<file path="src/design/stbs_pkg.sv">
// ----------------------------------------------------------------------------
// stbs_pkg
// Types and constants shared by the sorted table binary search block.
// ----------------------------------------------------------------------------
package stbs_pkg;

  localparam int TABLE_DEPTH_DEF = 128;
  localparam int CNT_W = 8;
  localparam int POS_W = 7;
  localparam int VAL_W = 32;

  localparam logic CMD_WRITE  = 1'b0;
  localparam logic CMD_SEARCH = 1'b1;

  typedef struct packed {
    logic                    cmd;
    logic [POS_W-1:0]        entry_index;
    logic signed [VAL_W-1:0] data_value;
  } req_item_t;

  typedef struct packed {
    logic             found;
    logic [POS_W-1:0] match_position;
  } rsp_item_t;

  // Outcome of one probe step over the live range [lo, hi).
  typedef struct packed {
    logic             empty;
    logic             hit;
    logic [CNT_W-1:0] mid;
    logic [CNT_W-1:0] lo_next;
    logic [CNT_W-1:0] hi_next;
  } probe_res_t;

  typedef enum logic [3:0] {
    S_IDLE    = 4'b0001,
    S_ISSUE   = 4'b0010,
    S_COMPARE = 4'b0100,
    S_RESULT  = 4'b1000
  } state_t;

endpackage

</file>
<file path="src/design/stbs_probe.sv">
// ----------------------------------------------------------------------------
// stbs_probe
// Shared probe unit: midpoint of the live range, key compare and range update.
// ----------------------------------------------------------------------------
module stbs_probe (
  input  logic [stbs_pkg::CNT_W-1:0]        lo,
  input  logic [stbs_pkg::CNT_W-1:0]        hi,
  input  logic signed [stbs_pkg::VAL_W-1:0] key,
  input  logic signed [stbs_pkg::VAL_W-1:0] entry,
  output stbs_pkg::probe_res_t              res
);

  logic [stbs_pkg::CNT_W:0]   mid_sum;
  logic [stbs_pkg::CNT_W-1:0] mid;
  logic                       below;

  // Floor midpoint of the inclusive range lo to hi-1; only used when lo < hi.
  assign mid_sum = {1'b0, lo} + {1'b0, hi} - {{stbs_pkg::CNT_W{1'b0}}, 1'b1};
  assign mid     = mid_sum[stbs_pkg::CNT_W:1];
  assign below   = key < entry;

  always_comb begin
    res.empty   = lo >= hi;
    res.hit     = key == entry;
    res.mid     = mid;
    res.lo_next = below ? lo : mid + {{(stbs_pkg::CNT_W-1){1'b0}}, 1'b1};
    res.hi_next = below ? mid : hi;
  end

endmodule

</file>
<file path="config.mk">
export PLATFORM = sky130hd
export DESIGN_NAME = stbs_probe
export DESIGN_NICKNAME = d
export VERILOG_FILES = /design/src/design/stbs_pkg.sv /design/src/design/stbs_probe.sv
export SDC_FILE = /design/constraint.sdc
export NUM_CORES = 1
export LEC_CHECK = 0
export BUFFER_PORTS_ARGS = -buffer_cell sky130_fd_sc_hd__buf_2
export CORE_MARGIN = 3
export CORE_UTILIZATION = 35
export DETAILED_ROUTE_END_ITERATION = 10
export GPL_ROUTABILITY_DRIVEN = 0
export GPL_TIMING_DRIVEN = 0
export PLACE_DENSITY = 0.72
export SLEW_MARGIN = 20
export SYNTH_ARGS = -nofsm -noshare
export SYNTH_HDL_FRONTEND = slang
export SYNTH_SLANG_ARGS = --single-unit
export TNS_END_PERCENT = 20
</file>
<file path="constraint.sdc">
create_clock -name vclk -period 2.8
set_input_delay 0.42 -clock vclk [all_inputs]
set_output_delay 0.42 -clock vclk [all_outputs]
set_load 0.005 [all_outputs]
</file>
* Word-level counts from Yosys, hierarchy flattened
Index checks and enable logic that the tools add are counted.
** Operators by class
- Add/sub/neg operators :: 3
- Magnitude comparators :: 2
- Equality and inequality tests :: 1
- Muxes and demuxes :: 2
** Operators with widths (number)
- $eq A32 B32 Y1 :: 1
- $lt A32 B32 Y1 :: 1
- $mux W8 :: 2
- $add A8 B8 Y9 :: 1
- $sub A9 B1 Y9 const B :: 1
- $add A8 B1 Y8 const B :: 1
- $ge A8 B8 Y1 :: 1
** Storage, ports and cells
- Register bits :: 0
- Input port bits :: 80

* Depth between registers and ports, before layout
- Depth in word-level cells :: 4
- Gate-level depth with buffers :: 12
- Gate-level depth less buffers :: 12

* Worst setup path after synthesis
OpenSTA, ideal clock, no wires.
- Path type :: input port to output port
- Start point :: in lo[3] in the netlist's numbering
- End point :: out res[14] in the netlist's numbering
- Data arrival time :: 2.671 ns
- Required time :: 2.380 ns
- Setup slack :: -0.291 ns
- Cell stages on the path :: 10
- Cell sequence :: inv_1 -> ha_1 -> inv_1 -> ha_1 -> and3_1 -> o2111a_1 -> a211oi_1 -> nand4_1 -> xnor2_1 -> mux2_4
** RTL lines
- start: declaration :: line stbs_probe.sv:6 : input logic [stbs_pkg::CNT_W-1:0] lo,
- end: declaration :: line stbs_probe.sv:10 : output stbs_pkg::probe_res_t res

==> run_results.csv <==
group,metric,value,unit
floorplanning,die-area,0.00611,mm2
floorplanning,ios,106,
cells_and_area,layout.area.seq,0,um2
worst_setup_path,critPathCaptureType,"primary output",
logic_synthesis,ys_seq_area_share,0,%
timing,relSlewSlack,70.0,%
worst_setup_path,path_class,"input port to primary output",
logic_synthesis,avgSynthCellArea,7.47,um2
worst_setup_path,critPathBufInv,4,
cells_and_area,drive_above_1_share,54.2,%
drt,wl_per_cell,12.7,um
place,port_buffers,106,
drt,ant_nets,0,
timing,setup_ws,-0.242,ns
logic_synthesis,synth_nets,381,
pwr,total_leakage_power,1.67,nW
grt,grt.overflow.total,0,
logic_synthesis,synth_cells,244,
cells_and_area,antenna_cells,0,
clocking,ctsHoldBuffers,0,
timing,hold_violations,0,
grt,grt_max_degree,9,
cells_and_area,final_cell_mix,"89 x buf_2, 45 x inv_1, 36 x ha_1",
drt,drt_iter0_drc,25,
timing,min_period_over_period,109,%
drt,dr.pass1.iters,2,
worst_setup_path,crit_end,"res[9]",
floorplanning,core,0.00488,mm2
cells_and_area,layout_commonest_cell,"buf_2",
cells_and_area,fin_cells,434,
grt,grt_pass1_wl,9.45,mm
pwr,total_power,0.847,mW
min_path,hold_path_class,"input port to primary output",
timing,max_freq,329,MHz
floorplanning,start_util,37.3,%
timing,setup_violations,16,
drt,routed_wl,5.53,mm
logic_synthesis,synth.top_cells.by_area,"ha_1 38%, inv_1 14%, a21oi_1 4.7%",
worst_setup_path,worstPathMaxFanout,8,
grt,grt_pass1_vias,2187,
worst_setup_path,critPathTopFamily,"compound AO/OA/AOI/OAI gates",
logic_synthesis,syn_area,0.00182,mm2
logic_synthesis,ys.warnings.count,0,
worst_setup_path,required,2.38,ns
pwr,clockPowerShare,0,%
drt,via_per_inst,4.72,
worst_setup_path,path_cells,"buf_6 > inv_4 > ha_4 > nand4_1 > nor2_1 > a22o_1 > o41a_1 > or3_4 > buf_6 > mux2_4 > buf_6",
timing,tightest_slew,0.447,ns
place,dp_cells,417,
pwr,p_switching,0.378,mW
worst_setup_path,cp-start-kind,"input port",
worst_setup_path,cp_common_cell,"buf_6",
pwr,power.internal,0.469,mW
floorplanning,die_y,78.1,um
pwr,vdd_drop_max,0.197,mV
floorplanning,die_width,78.1,um
worst_setup_path,cpPeakStageDelay,0.44,ns
cells_and_area,fin_nets,506,
worst_setup_path,slowest_stage,"o41a_1",
job,timing.max_cap.violations,0,
grt,antenna_found_initial,0,
timing,slew_viol_final,0,
logic_synthesis,synth_top_area_cell,"ha_1",
drt,post-route-drc-count,0,
pwr,p_seq_share,0,%
run_status,violations,"negative setup slack",
pwr,combinationalPowerShare,100.0,%
timing,timing.hold.ws,1.14,ns
floorplanning,row_count,25,
logic_synthesis,synth_top_area_share,38.5,%
cells_and_area,seq_cell_count,0,
drt,num_vias,2048,
worst_setup_path,cp.arrival,2.62,ns
logic_synthesis,synth_cell_types,42,
grt,grt_usage,18.0,%
worst_setup_path,path_depth,11,
cells_and_area,syn_to_final_growth,68.4,%
cells_and_area,nClkBuffers,0,
pwr,p_sw_share,44.7,%
timing,finalCriticalPeriod,3.04,ns
timing,rsz0062_at_grt,"true",
place,dpl.hpwl,4.19,mm
run_status,status,"finished, violations left",
worst_setup_path,startpoint,"entry[14]",
timing,finalSetupTns,-2.60,ns
pwr,power.density,276,mW/mm2
Yosys cell counts (all sizes together):
library cell,count
a22o,1
a221o,1
nor2,7
a221oi,2
nor3,3
nor4,3
xnor2,9
nand3b,1
nand2,9
nor2b,3
xor2,2
a21o,3
o211ai,2
and4,1
o41a,1
mux2,8
o22ai,1
fa,1
a21oi,17
a21boi,1
and3,4
inv,69
mux2i,8
ha,56
and2,3
a211oi,2
a31o,1
o31ai,1
a31oi,2
nand3,4
nand4,7
o21ai,4
o2111a,1
buf,1
o21a,2
nand2b,2
or3,1
worst min-delay path, cell delays in order:
cell	delay (ns)
buf_8	0.08
mux2_4	0.14
buf_6	0.08
metrics by stage:
stage / util [%] / setup WS, ns / cell area, um2
2_1_floorplan: - / 0.000503 / 1890
3_3_place_gp: 51.3 / -0.490 / 2500
3_5_place_dp: 51.3 / -0.466 / 2500
4_1_cts: 61.5 / -0.194 / 3000
5_1_grt: 62.9 / -0.323 / 3070
6_report: 62.9 / -0.242 / 3070
power by group through the flow:
stage	registers, mW	clock network, mW	logic (mW)
3_5_place_dp	0	0	0.649
5_1_grt	0	0	0.939
4_1_cts	0	0	0.798
2_1_floorplan	0	0	0.422
3_3_place_gp	0	0	0.643
6_report	0	0	0.847
final cells by class:
cell class                      count  area [um2]
Multi-Input combinational cell    174        1920
Timing Repair Buffer              123         779
Buffer                              1        11.3
Tap cell                           67        83.8
Inverter                           69         277
Fill cell                         441        1810
worst min-delay path by stage:
stage / from / to / slack [ns] / depth (start not counted)
final: lo[1] / res[9] / 1.14 / 3
after global placement: hi[5] / res[5] / 1.15 / 3
after detailed placement: hi[2] / res[2] / 1.15 / 3
after CTS: lo[1] / res[9] / 1.14 / 3
after global routing: lo[1] / res[9] / 1.16 / 3
after floorplan: lo[2] / res[10] / 0.96 / 2
layer usage:
metal | vias to the layer above | track usage (%) | wire length [um]
met5 | - | 0 | 0
met4 | 0 | 0 | 0
met3 | 0 | 1.61 | 367
met2 | 67 | 37.1 | 2900
met1 | 903 | 21.1 | 2270
li1 | 1078 | - | -
cells by family (layout without fill, tap and decap cells):
kind of cell	count (synthesis)	after routing	share of synthesized area, %
adders and majority gates	57	57	39.6
muxes	16	16	9.96
AOI/OAI and AO/OA	42	42	15.7
buffers and inverters	70	193	14.8
and+or+nand+nor	48	48	14.7
xor gates and xnor gates	11	11	5.29
repair_timing:
item / in CTS / in global routing
setup buffers: 17 / 0
endpoints found under the setup margin: 17 / 18
gates resized for setup: 71 / 15
pin swaps: 38 / 5
No activity file was read; power rests on OpenSTA's default activity.
